--- src/rtl/core/tpmq_pkg.sv ---
`default_nettype none

package tpmq_pkg;

    localparam int NODE_W   = 10;
    localparam int NODES    = 1 << NODE_W;
    localparam int WEIGHT_W = 31;
    localparam int OP_W     = 2;

    localparam logic [OP_W-1:0] OP_LOAD  = 2'd0;
    localparam logic [OP_W-1:0] OP_BUILD = 2'd1;
    localparam logic [OP_W-1:0] OP_QUERY = 2'd2;

endpackage

`default_nettype wire

--- src/rtl/core/tpmq_ctrl.sv ---
`default_nettype none

module tpmq_ctrl #(
    parameter int LEVELS = 10,
    parameter int LW     = 4,
    parameter int AW     = 14
) (
    input  wire logic                          clk,
    input  wire logic                          rst_n,
    input  wire logic                          item_valid,
    output logic                               item_stall,
    input  wire logic [tpmq_pkg::OP_W-1:0]     opcode,
    input  wire logic [tpmq_pkg::NODE_W-1:0]   node,
    input  wire logic [tpmq_pkg::NODE_W-1:0]   parent,
    input  wire logic [tpmq_pkg::WEIGHT_W-1:0] weight,
    input  wire logic [tpmq_pkg::NODE_W-1:0]   depth,
    input  wire logic [tpmq_pkg::NODE_W-1:0]   other_node,
    input  wire logic [tpmq_pkg::NODE_W-1:0]   node_count,
    output logic                               result_valid,
    input  wire logic                          result_stall,
    output logic      [tpmq_pkg::WEIGHT_W-1:0] path_max,
    output logic                               tbl_we,
    output logic      [AW-1:0]                 tbl_waddr,
    output logic      [tpmq_pkg::NODE_W-1:0]   anc_wdata,
    output logic      [tpmq_pkg::WEIGHT_W-1:0] max_wdata,
    output logic      [AW-1:0]                 tbl_raddr_a,
    output logic      [AW-1:0]                 tbl_raddr_b,
    input  wire logic [tpmq_pkg::NODE_W-1:0]   anc_rdata_a,
    input  wire logic [tpmq_pkg::NODE_W-1:0]   anc_rdata_b,
    input  wire logic [tpmq_pkg::WEIGHT_W-1:0] max_rdata_a,
    input  wire logic [tpmq_pkg::WEIGHT_W-1:0] max_rdata_b,
    output logic                               dep_we,
    output logic      [tpmq_pkg::NODE_W-1:0]   dep_waddr,
    output logic      [tpmq_pkg::NODE_W-1:0]   dep_wdata,
    output logic      [tpmq_pkg::NODE_W-1:0]   dep_raddr_a,
    output logic      [tpmq_pkg::NODE_W-1:0]   dep_raddr_b,
    input  wire logic [tpmq_pkg::NODE_W-1:0]   dep_rdata_a,
    input  wire logic [tpmq_pkg::NODE_W-1:0]   dep_rdata_b
);

    localparam int NW = tpmq_pkg::NODE_W;
    localparam int WW = tpmq_pkg::WEIGHT_W;
    localparam int SW = 5;

    localparam logic [SW-1:0] ST_IDLE  = 5'd0;
    localparam logic [SW-1:0] ST_B_RD  = 5'd1;
    localparam logic [SW-1:0] ST_B_MID = 5'd2;
    localparam logic [SW-1:0] ST_B_WR  = 5'd3;
    localparam logic [SW-1:0] ST_Q_RD  = 5'd4;
    localparam logic [SW-1:0] ST_Q_ORD = 5'd5;
    localparam logic [SW-1:0] ST_L_RD  = 5'd6;
    localparam logic [SW-1:0] ST_L_DEP = 5'd7;
    localparam logic [SW-1:0] ST_L_CMP = 5'd8;
    localparam logic [SW-1:0] ST_E_CHK = 5'd9;
    localparam logic [SW-1:0] ST_J_RD  = 5'd10;
    localparam logic [SW-1:0] ST_J_CMP = 5'd11;
    localparam logic [SW-1:0] ST_J_ACC = 5'd12;
    localparam logic [SW-1:0] ST_F_RD  = 5'd13;
    localparam logic [SW-1:0] ST_F_CMP = 5'd14;
    localparam logic [SW-1:0] ST_F_ACC = 5'd15;
    localparam logic [SW-1:0] ST_RES   = 5'd16;

    localparam logic [LW-1:0] LVL_TOP = LW'(LEVELS);

    logic [SW-1:0] state_reg, state_next;
    logic [LW-1:0] lvl_reg, lvl_next;
    logic [NW-1:0] idx_reg, idx_next;
    logic [NW-1:0] u_reg, u_next;
    logic [NW-1:0] v_reg, v_next;
    logic [NW-1:0] dv_reg, dv_next;
    logic [NW-1:0] up_reg, up_next;
    logic [WW-1:0] tmp_reg, tmp_next;
    logic [WW-1:0] best_reg, best_next;
    logic          za_reg, za_next;
    logic          zb_reg, zb_next;
    logic          res_valid_reg, res_valid_next;
    logic [WW-1:0] res_data_reg, res_data_next;

    logic [NW-1:0] anc_a, anc_b, dep_a, dep_b;
    logic [WW-1:0] max_a, max_b;
    logic [LW-1:0] r_lvl, w_lvl;
    logic [NW-1:0] ra_node, rb_node, w_node;
    logic [WW-1:0] cmp_a, cmp_b, cmp_max;
    logic          res_load;

    // node 0 is the null ancestor: every field reads as zero
    assign anc_a = za_reg ? '0 : anc_rdata_a;
    assign anc_b = zb_reg ? '0 : anc_rdata_b;
    assign max_a = za_reg ? '0 : max_rdata_a;
    assign max_b = zb_reg ? '0 : max_rdata_b;
    assign dep_a = za_reg ? '0 : dep_rdata_a;
    assign dep_b = zb_reg ? '0 : dep_rdata_b;

    // shared max unit
    assign cmp_max = (cmp_a > cmp_b) ? cmp_a : cmp_b;

    assign tbl_waddr   = {w_lvl, w_node};
    assign tbl_raddr_a = {r_lvl, ra_node};
    assign tbl_raddr_b = {r_lvl, rb_node};
    assign dep_waddr   = node;
    assign dep_wdata   = depth;
    assign dep_raddr_a = ra_node;
    assign dep_raddr_b = rb_node;

    assign item_stall   = (state_reg != ST_IDLE);
    assign result_valid = res_valid_reg;
    assign path_max     = res_data_reg;

    assign res_load       = (state_reg == ST_RES) && (!res_valid_reg || !result_stall);
    assign res_valid_next = res_load || (res_valid_reg && result_stall);
    assign res_data_next  = res_load ? best_reg : res_data_reg;
    assign za_next        = (ra_node == '0);
    assign zb_next        = (rb_node == '0);

    always_comb
    begin
        state_next = state_reg;
        lvl_next   = lvl_reg;
        idx_next   = idx_reg;
        u_next     = u_reg;
        v_next     = v_reg;
        dv_next    = dv_reg;
        up_next    = up_reg;
        tmp_next   = tmp_reg;
        best_next  = best_reg;
        tbl_we     = 1'b0;
        dep_we     = 1'b0;
        w_lvl      = lvl_reg;
        w_node     = idx_reg;
        anc_wdata  = anc_a;
        max_wdata  = cmp_max;
        r_lvl      = lvl_reg;
        ra_node    = u_reg;
        rb_node    = v_reg;
        cmp_a      = best_reg;
        cmp_b      = tmp_reg;

        unique case (state_reg)
            ST_IDLE:
            begin
                if (item_valid)
                begin
                    unique case (opcode)
                        tpmq_pkg::OP_LOAD:
                        begin
                            if (node != '0)
                            begin
                                tbl_we    = 1'b1;
                                dep_we    = 1'b1;
                                w_lvl     = '0;
                                w_node    = node;
                                anc_wdata = parent;
                                max_wdata = weight;
                            end
                        end
                        tpmq_pkg::OP_BUILD:
                        begin
                            if (node_count != '0)
                            begin
                                lvl_next   = LW'(1);
                                idx_next   = NW'(1);
                                state_next = ST_B_RD;
                            end
                        end
                        tpmq_pkg::OP_QUERY:
                        begin
                            u_next     = node;
                            v_next     = other_node;
                            state_next = ST_Q_RD;
                        end
                        default:
                        begin
                        end
                    endcase
                end
            end
            ST_B_RD:
            begin
                r_lvl      = lvl_reg - LW'(1);
                ra_node    = idx_reg;
                state_next = ST_B_MID;
            end
            ST_B_MID:
            begin
                r_lvl      = lvl_reg - LW'(1);
                ra_node    = anc_a;
                tmp_next   = max_a;
                state_next = ST_B_WR;
            end
            ST_B_WR:
            begin
                cmp_a      = tmp_reg;
                cmp_b      = max_a;
                tbl_we     = 1'b1;
                state_next = ST_B_RD;
                if (idx_reg == node_count)
                begin
                    idx_next = NW'(1);
                    if (lvl_reg == LVL_TOP)
                    begin
                        state_next = ST_IDLE;
                    end
                    else
                    begin
                        lvl_next = lvl_reg + LW'(1);
                    end
                end
                else
                begin
                    idx_next = idx_reg + NW'(1);
                end
            end
            ST_Q_RD:
            begin
                state_next = ST_Q_ORD;
            end
            ST_Q_ORD:
            begin
                // deeper node goes to u
                if (dep_a < dep_b)
                begin
                    u_next  = v_reg;
                    v_next  = u_reg;
                    dv_next = dep_a;
                end
                else
                begin
                    dv_next = dep_b;
                end
                lvl_next   = LVL_TOP;
                best_next  = '0;
                state_next = ST_L_RD;
            end
            ST_L_RD:
            begin
                state_next = ST_L_DEP;
            end
            ST_L_DEP:
            begin
                up_next    = anc_a;
                tmp_next   = max_a;
                ra_node    = anc_a;
                state_next = ST_L_CMP;
            end
            ST_L_CMP:
            begin
                if (dep_a >= dv_reg)
                begin
                    best_next = cmp_max;
                    u_next    = up_reg;
                end
                if (lvl_reg == '0)
                begin
                    state_next = ST_E_CHK;
                end
                else
                begin
                    lvl_next   = lvl_reg - LW'(1);
                    state_next = ST_L_RD;
                end
            end
            ST_E_CHK:
            begin
                if (u_reg == v_reg)
                begin
                    state_next = ST_RES;
                end
                else
                begin
                    lvl_next   = LVL_TOP;
                    state_next = ST_J_RD;
                end
            end
            ST_J_RD:
            begin
                state_next = ST_J_CMP;
            end
            ST_J_CMP:
            begin
                cmp_a = max_a;
                cmp_b = max_b;
                if (anc_a != anc_b)
                begin
                    tmp_next   = cmp_max;
                    u_next     = anc_a;
                    v_next     = anc_b;
                    state_next = ST_J_ACC;
                end
                else if (lvl_reg == '0)
                begin
                    state_next = ST_F_RD;
                end
                else
                begin
                    lvl_next   = lvl_reg - LW'(1);
                    state_next = ST_J_RD;
                end
            end
            ST_J_ACC:
            begin
                best_next = cmp_max;
                if (lvl_reg == '0)
                begin
                    state_next = ST_F_RD;
                end
                else
                begin
                    lvl_next   = lvl_reg - LW'(1);
                    state_next = ST_J_RD;
                end
            end
            ST_F_RD:
            begin
                r_lvl      = '0;
                state_next = ST_F_CMP;
            end
            ST_F_CMP:
            begin
                cmp_a      = max_a;
                cmp_b      = max_b;
                tmp_next   = cmp_max;
                state_next = ST_F_ACC;
            end
            ST_F_ACC:
            begin
                best_next  = cmp_max;
                state_next = ST_RES;
            end
            ST_RES:
            begin
                if (res_load)
                begin
                    state_next = ST_IDLE;
                end
            end
            default:
            begin
                state_next = ST_IDLE;
            end
        endcase
    end

    always_ff @(posedge clk or negedge rst_n)
    begin
        if (!rst_n)
        begin
            state_reg     <= ST_IDLE;
            res_valid_reg <= 1'b0;
        end
        else
        begin
            state_reg     <= state_next;
            res_valid_reg <= res_valid_next;
        end
    end

    always_ff @(posedge clk)
    begin
        lvl_reg      <= lvl_next;
        idx_reg      <= idx_next;
        u_reg        <= u_next;
        v_reg        <= v_next;
        dv_reg       <= dv_next;
        up_reg       <= up_next;
        tmp_reg      <= tmp_next;
        best_reg     <= best_next;
        za_reg       <= za_next;
        zb_reg       <= zb_next;
        res_data_reg <= res_data_next;
    end

endmodule

`default_nettype wire

--- config.mk ---
export PLATFORM = sky130hd
export DESIGN_NAME = tpmq_ctrl
export DESIGN_NICKNAME = d
export VERILOG_FILES = /design/src/rtl/core/tpmq_pkg.sv /design/src/rtl/core/tpmq_ctrl.sv
export SDC_FILE = /design/constraint.sdc
export NUM_CORES = 1
export LEC_CHECK = 0
export ABC_AREA = 1
export BUFFER_PORTS_ARGS = -buffer_cell sky130_fd_sc_hd__buf_4
export CORE_UTILIZATION = 35
export CTS_CLUSTER_SIZE = 10
export DETAILED_ROUTE_END_ITERATION = 6
export PLACE_DENSITY = 0.65
export SLEW_MARGIN = 15
export SYNTH_ARGS = -nofsm -noshare
export SYNTH_HDL_FRONTEND = slang
export SYNTH_SLANG_ARGS = --single-unit
export TNS_END_PERCENT = 20
--- constraint.sdc ---
create_clock -name clk -period 3.82 [get_ports clk]
set_input_delay 0.191 -clock clk [delete_from_list [all_inputs] [get_ports clk]]
set_output_delay 0.191 -clock clk [all_outputs]
set_load 0.05 [all_outputs]
======== Yosys cells after proc, flatten, opt, wreduce, memory -nomap -nowiden ========
Index checks and enable logic that the tools add are counted.
word-level totals
  logic and storage cells ................. 160
  memories ................................ 0
  flip-flop bits (word level) ............. 155
  input port bits ......................... 189
  bits in latches ......................... 0
  memory bits (read-only) ................. 0
  RAM bits ................................ 0
cells by class
  reductions and logical operators ........ 32
  shift-type cells ........................ 0
  bitwise operators ....................... 0
  magnitude comparators ................... 3
  eq/ne operators ......................... 36
  div/mod/pow operators ................... 0
  mux-type cells .......................... 73
  add/sub/neg operators ................... 3
  multipliers ............................. 0
operators by type and width
  cell                     number
  $mux W31                 9
  $mux W10                 26
  $pmux W31 S3             2
  $pmux W31 S2             2
  $pmux W5 S17             1
  $mux W4                  13
  $eq A5 B4 Y1 const B     8
  $pmux W10 S2             2
  $pmux W10 S4             1
  $gt A31 B31 Y1           1
  $pmux W10 S3             1
  $pmux W4 S6              1
  $eq A10 B10 Y1           2
  $eq A5 B3 Y1 const B     4
  $logic_not A10 Y1        2
  $mux W5                  4
  $ne A2 B2 Y1 const B     10
  $reduce_bool A10 Y1      2
  $add A10 B1 Y10 const B  1
  $eq A5 B2 Y1 const B     2
  $ge A10 B10 Y1           1
  $lt A10 B10 Y1           1
  $ne A10 B10 Y1           1
  $pmux W5 S2              1
  31 further kinds         49

======== Logic depth before layout (Yosys ltp) ========
Gate-level depths: netlist (run 1).
  depth in word-level cells ............... 9
  depth in mapped cells ................... 24
  mapped depth without buffers ............ 22

======== Least setup slack after synthesis (run 1) ========
Ideal clock, no wire load.
  path kind ............................... register to register
  start ................................... register state_reg[4]
  end ..................................... register best_reg[0] (enable)
  period minus slack after synthesis ...... 3.956 ns
  cell stages (with the launch flop) ...... 8
  path slack .............................. -0.136 ns
  setup time .............................. 0.429 ns
  arrival time ............................ 3.526 ns
  cells stage by stage .................... dfrtp_1 -> nor3_1 -> inv_1 -> nor2_1 -> inv_1 -> clkbuf_1 -> clkbuf_1 -> a21oi_1
between the ends
  longest elaborated chain between the ends .. 4
  elaborated cells between the ends (all ways) .. 8
  those cells by class .................... 5 x eq/ne; 3 x reduce/logical
RTL lines
  what                                    line              text
  from (decl)                             tpmq_ctrl.sv:65   logic [SW-1:0] state_reg, state_next;
  from (signal assigned)                  tpmq_ctrl.sv:352  state_reg <= state_next;
  $eq A5 B4 Y1                            tpmq_ctrl.sv:138  unique case (state_reg)
  $reduce_or A2 Y1 (no source line)       --
  $reduce_bool A3 Y1 (no source line)     --
  $reduce_and A2 Y1 (no source line) (*)  --
  to (signal assigned)                    tpmq_ctrl.sv:366  best_reg <= best_next;
  to (decl)                               tpmq_ctrl.sv:73   logic [WW-1:0] best_reg, best_next;
Mark *: on every way between the ends. The rest lies on a longest branch, timed or not.
A chain may end at the register's enable or synchronous reset.

======== Worst setup path after layout (run 1) ========
  start ................................... register state_reg[2]
  end ..................................... output max_wdata[23] in the netlist's numbering
between the ends
  longest elaborated chain between the ends .. 9
  elaborated cells between the ends (all ways) .. 13
  those cells by class .................... 1 x order compare; 3 x eq/ne; 7 x mux; 2 x reduce/logical
RTL lines
  what                               line              text
  $eq A5 B4 Y1                       tpmq_ctrl.sv:138
  $reduce_or A2 Y1 (no source line)  --
  $pmux W31 S2                       tpmq_ctrl.sv:138
  $gt A31 B31 Y1                     tpmq_ctrl.sv:95   assign cmp_max = (cmp_a > cmp_b) ? cmp_a : cmp_b;
  $mux W31                           tpmq_ctrl.sv:95
  $mux W31                           tpmq_ctrl.sv:146  if (node != '0)
  $mux W31                           tpmq_ctrl.sv:143  unique case (opcode)
  $mux W31                           tpmq_ctrl.sv:141  if (item_valid)
  $mux W31 (*)                       tpmq_ctrl.sv:138
  to (decl)                          tpmq_ctrl.sv:25   output logic [tpmq_pkg::WEIGHT_W-1:0] max_wdata,
Marked as above.

==> results.json, run 1 <==
{
  "rsz0062_at_grt": "true",
  "critPathArrivalTime_ps": 3920,
  "final_area_sq_um": 16480,
  "die_h_um": 181.2,
  "ant_nets": 0,
  "io_pins": 347,
  "drt-pass1-iter-count": 7,
  "synthCells": 1461,
  "grt_antenna_before_repair": 0,
  "vias": 12451,
  "syn_area_sq_um": 11240,
  "crit_start": "state_reg[2]$_DFFE_PN0P_",
  "fin_util_pct": 52.21,
  "final_hold_viol_count": 0,
  "grt_pass1_wl_mm": 66.06,
  "gp_congestion": 0.9366,
  "syn2layout_area_growth_pct": 46.62,
  "final_cells": 2244,
  "reg2regPathDepth": 19,
  "final_layout_size_suffix_gt1_share_pct": 34.96,
  "ys_seq_area_share_pct": 40.98,
  "insertion_delay_ps": 440,
  "synthMostInstantiatedCell": "nand2_1",
  "ys_seq_elements": 155,
  "placed_cells": 2170,
  "die-area_sq_um": 32830,
  "netlist.area_leader.share_pct": 39.28,
  "rr_startpoint": "state_reg[2]$_DFFE_PN0P_",
  "finalWorstSetupSlack_ps": -289.3,
  "numPortBuffers": 326,
  "crit_required_ps": 3630,
  "worstHoldStart": "other_node[8]",
  "fin_nets": 2071,
  "cts_root_buffer": "clkbuf_16",
  "numCtsBuffers": 17,
  "cp-end-kind": "output port",
  "core_area_sq_um": 31560,
  "fillCellCount": 2943,
  "syn_avg_cell_area_sq_um": 7.691,
  "fin_crit_ps": 4109,
  "hpwl_mm": 31.78,
  "synth_edf_count": 147,
  "r2r_end": "tmp_reg[27]$_DFFE_PP_",
  "cp-endpoint": "max_wdata[23]",
  "drv_slew": 0,
  "synth_nets": 1703,
  "htree_levels": 4,
  "wire_per_inst_um": 19.93,
  "setup_viol": 31,
  "cts.sinks": 155,
  "placed_cell_area_sq_um": 14430,
  "start_util_pct": 35.61,
  "diodes": 0,
  "die_x_um": 181.2,
  "fin_skew_ps": 16.90,
  "drc": 1,
  "cts_buffer_depth": 2,
  "drt-total-wl_mm": 44.73,
  "ys_warn_count": 0,
  "max-slew-margin-rel_pct": 42.69,
  "r2r_slack_ps": 130,
  "grt_usage_pct": 25.93,
  "grt_pass1_vias": 11791,
  "status": "finished with violations",
  "viasPerCell": 5.549,
  "violations": "design-rule violations, negative setup slack",
  "grt_max_degree": 48,
  "num_rows": 65,
  "crit_type": "reg -> out",
  "clk_pin_slew_ps": 70,
  "timing.max_cap.violations": 0,
  "grt_overflow": 0,
  "first_iter_violations": 1278,
  "tightest_slew_ps": 856.5,
  "synthDistinctLibCells": 45,
  "yosysTopAreaCell": "edfxtp_1",
  "yosys-top-cells-area": "edfxtp_1, nand2_1, nand3_1",
  "synth_commonest_cells": "nand2_1, inv_1, nand3_1",
  "worstHoldPathType": "in -> reg",
  "layout_worst_path_cycle_share_pct": 107.6,
  "synthFlopType": "edfxtp_1",
  "cp_max_fo": 30,
  "cts_tree": "built",
  "fmax_ghz": 0.2434,
  "async_flop_share_pct": 3.871,
  "start_kind": "register",
  "fin_tns_setup_ps": -7916
}
-- area by class of cell --
class / instances / area (sq um) / share of cell area [%]
timing repair buffer: 462 / 3970 / 24.10
multi-input combinational: 1015 / 6156 / 37.36
clock buffer: 17 / 425.4 / 2.582
inverter: 178 / 678.2 / 4.116
clock inverter: 15 / 137.6 / 0.8354
tap: 402 / 503.0 / 3.053
sequential: 155 / 4606 / 27.95
-- worst min path at each step --
stage,end,slack [ps],cells past startpoint
after CTS,dep_raddr_b[8]$_DFFE_PP_,50,3
after global routing,dep_raddr_b[8]$_DFFE_PP_,50,3
after global placement,state_reg[1]$_DFFE_PN0P_,10,1
after detailed placement,state_reg[0]$_DFFE_PN0P_,8,1
final,dep_raddr_b[8]$_DFFE_PP_,60,3
after floorplan,result_valid$_DFF_PN0_,-100,0
-- placed cells by master, fill, tap and decap left out, drive strengths merged, types with 5 or more instances in the layout --
master and count:
xnor2 7, a211oi 6, a221oi 8, a21oi 70
clkinv 5, edfxtp 147, nor4 15, dfrtp 6
xor2 7, buf 455, nand3 158, inv 183
nand2 343, nor3 10, o211ai 8, nand4 12
a22oi 20, o22ai 59, clkbuf 20, o221ai 19
ha 53, o21a 5, o21ai 59, a31oi 20
nor2 118
-- through the flow --
stage	worst slack, ps	hold slack, ps
floorplan	123.3	-104.6
global placement	100.6	11.15
detailed placement	-71.62	8.336
CTS	-239.6	51.02
global route	-418.7	46.24
finish	-289.3	61.39
-- worst max-delay path, stage by stage, from the launching register on --
cell     delay (ps)
dfrtp_2         450
buf_6           140
nor2_4          110
nand3_4         160
buf_12          190
buf_12          160
o22ai_2         210
a31oi_2          60
ha_1            340
nand4_1         140
or2_4           290
nor4_2          230
nand3_1         120
buf_6           170
buf_6           170
nand3_1         140
nand3_1         110
nand2_2         120
buf_6           160
-- repair_timing --
item / 4_1_cts / 5_1_grt
gates cloned: 6 / 3
pin swaps: 14 / 44
hold endpoints to repair: 7 / 0
buffers inserted: 19 / 12
setup endpoints to repair: 31 / 36
hold buffers: 2 / 0
resized for setup: 85 / 151
-- metal layers --
metal / global-route usage, % / part of all wire [%] / up-vias
met5: 0 / 0 / -
met3: 4.334 / 8.7 / 103
li1: - / - / 5778
met4: 8.407 / 2.9 / 0
met1: 36.53 / 43 / 5886
met2: 40.28 / 45 / 684
-- cell families (layout without fill, tap and decap cells) --
kind of cell    count (synthesis)  in the layout  share of synthesized area, %
simple gates                  664            665                         25.16
buf+inv                       292            672                         11.32
compound gates                283            283                         15.54
flops                         155            155                         40.98
fa+ha+maj                      53             53                         5.901
xor+xnor                       14             14                         1.091
Power of run 1 is not shown: default switching activity piles up to over one toggle a cycle in this logic, so the estimate is an artifact.
==> inputs of run 2 (changes only) <==
Settings changed: HOLD_SLACK_MARGIN from default to 0.12.
==> results.json, run 2 (synthesized netlist as in run 1, its figures left out) <==
{
  "status": "finished with violations",
  "violations": "negative setup slack",
  "die_h_um": 181.2,
  "fin_util_pct": 53.27,
  "cts_root_buffer": "clkbuf_16",
  "m1WireLength_mm": 19.30,
  "worstHoldStart": "node[8]",
  "worstPathCellList": "buf_6 -> nor2_4 -> nand3_4 -> inv_4 -> nor2_2 -> buf_4 -> a21oi_1 -> inv_1 -> ha_1 -> a21oi_1 -> o21ai_0 -> a21oi_1 -> nand2_1 -> nand2_2 -> nand2_4 -> nand2_8 -> clkbuf_16 -> nand2_2 -> nand3_2 -> nand2_2 -> buf_6",
  "die-area_sq_um": 32830,
  "ant_nets": 0,
  "crit_start": "state_reg[2]$_DFFE_PN0P_",
  "drt-pass1-iter-count": 5,
  "cts_buffer_depth": 2,
  "placed_cells": 2170,
  "core_area_sq_um": 31560,
  "critPathSlowestCell": "dfrtp_2",
  "finalWorstSetupSlack_ps": -317.2,
  "rsz0062_at_grt": "true",
  "critPathArrivalTime_ps": 3950,
  "cts.sinks": 155,
  "grt_overflow": 0,
  "num_rows": 65,
  "io_pins": 347,
  "wire_per_inst_um": 19.73,
  "gp_congestion": 0.9366,
  "r2r_slack_ps": 150,
  "min_path_cells": 3,
  "fin_nets": 2109,
  "viasPerCell": 5.563,
  "grt_antenna_before_repair": 0,
  "placed_cell_area_sq_um": 14430,
  "htree_levels": 4,
  "crit_type": "reg -> out",
  "grt_pass1_vias": 11985,
  "final_layout_size_suffix_gt1_share_pct": 34.20,
  "fin_crit_ps": 4137,
  "drv_slew": 0,
  "numPortBuffers": 326,
  "timing.max_cap.violations": 0,
  "cp-end-kind": "output port",
  "cts_tree": "built",
  "path_delay_family": "simple AND/OR/NAND/NOR gates",
  "start_util_pct": 35.61,
  "layout_worst_path_cycle_share_pct": 108.3,
  "clk_pin_slew_ps": 60,
  "max-slew-margin-rel_pct": 40.65,
  "final_hold_viol_count": 0,
  "cp_max_fo": 7,
  "grt_usage_pct": 26.23,
  "wl_met2_mm": 20.48,
  "rr_startpoint": "state_reg[2]$_DFFE_PN0P_",
  "reg2regPathDepth": 21,
  "insertion_delay_ps": 440,
  "hold_end": "u_reg[8]$_DFFE_PP_",
  "grt_max_degree": 48,
  "first_iter_violations": 1314,
  "die_x_um": 181.2,
  "r2r_end": "tmp_reg[18]$_DFFE_PP_",
  "numCtsBuffers": 17,
  "vias": 12695,
  "hpwl_mm": 31.78,
  "start_kind": "register",
  "path_buf_inv": 6,
  "final_cells": 2282,
  "setup_viol": 31,
  "grt_pass1_wl_mm": 66.76,
  "drt-total-wl_mm": 45.03,
  "fin_skew_ps": 16.27,
  "crit_path_max_incr_delay_ps": 450,
  "final_area_sq_um": 16810,
  "layout_commonest_cell": "buf_4",
  "fmax_ghz": 0.2417,
  "highest_layer": "met4",
  "diodes": 0,
  "final_cell_mix": "buf_4, nand2_1, inv_1",
  "tightest_slew_ps": 887.0,
  "drc": 0,
  "syn2layout_area_growth_pct": 49.59,
  "crit_required_ps": 3630,
  "wl_met3_mm": 3.988,
  "worstHoldPathType": "in -> reg"
}
## run 2: cell count changes in the layout (fill, tap and decap cells not counted), moves of 2 or more
cell / before / now
nand3_2: 30 / 34
nand2_1: 298 / 296
a21oi_2: 15 / 13
nand2_4: 8 / 4
dlygate4sd3_1: 2 / 43
nand3_4: 8 / 5
nand2_2: 35 / 41
a21oi_1: 52 / 54
## run 2: layer usage
metal / GRT usage [%] / up-vias
li1: - / 5867
met1: 36.70 / 6026
met2: 40.97 / 712
met3: 4.314 / 90
met4: 8.780 / 0
met5: 0 / -
## run 2: worst max path at each step
stage,to,slack [ps],depth (start not counted)
after floorplan,max_wdata[3],120,17
after global placement,max_wdata[0],100,19
after detailed placement,max_wdata[11],-70,23
after CTS,max_wdata[30],-240,21
after global routing,max_wdata[7],-420,20
final,max_wdata[28],-320,21
## run 2: final cells by class
| class | count | area, sq um |
|---|---|---|
| Timing Repair Buffer | 500 | 4338 |
| Sequential cell | 155 | 4606 |
| Inverter | 178 | 678.2 |
| Fill cell | 2919 | 14750 |
| Tap cell | 402 | 503.0 |
| Clock inverter | 15 | 137.6 |
| Multi-Input combinational cell | 1015 | 6122 |
| Clock buffer | 17 | 425.4 |
## run 2: what timing repair did
item,in CTS,in global routing
setup buffers,19,9
endpoints found under the setup margin,31,38
gates resized for setup,85,144
pin swaps,14,35
endpoints found under the hold margin,48,0
hold buffers,43,0
gates cloned,6,3
## run 2: worst register-to-register path, stage by stage, from the launching register on
cell	delay (ps)
dfrtp_2	450
buf_6	140
nor2_4	110
nand3_4	150
inv_4	130
nor2_2	100
buf_4	190
a21oi_1	260
inv_1	70
ha_1	310
a21oi_1	200
o21ai_0	170
a21oi_1	190
nand2_1	100
nand2_2	80
nand2_4	110
nand2_8	150
clkbuf_16	180
nand2_2	60
buf_4	150
nand3_1	70
nand2_1	60
## run 2: stage by stage
| step | setup slack, ps | hold slack [ps] | TNS (ps) |
|---|---|---|---|
| 2_1_floorplan | 123.3 | -104.6 | 0 |
| 3_3_place_gp | 100.6 | 11.15 | 0 |
| 3_5_place_dp | -71.62 | 8.336 | -705.4 |
| 4_1_cts | -239.6 | 126.9 | -5402 |
| 5_1_grt | -423.3 | 142.7 | -12290 |
| 6_report | -317.2 | 150.0 | -8122 |
Power of run 2 is left out for the same reason.
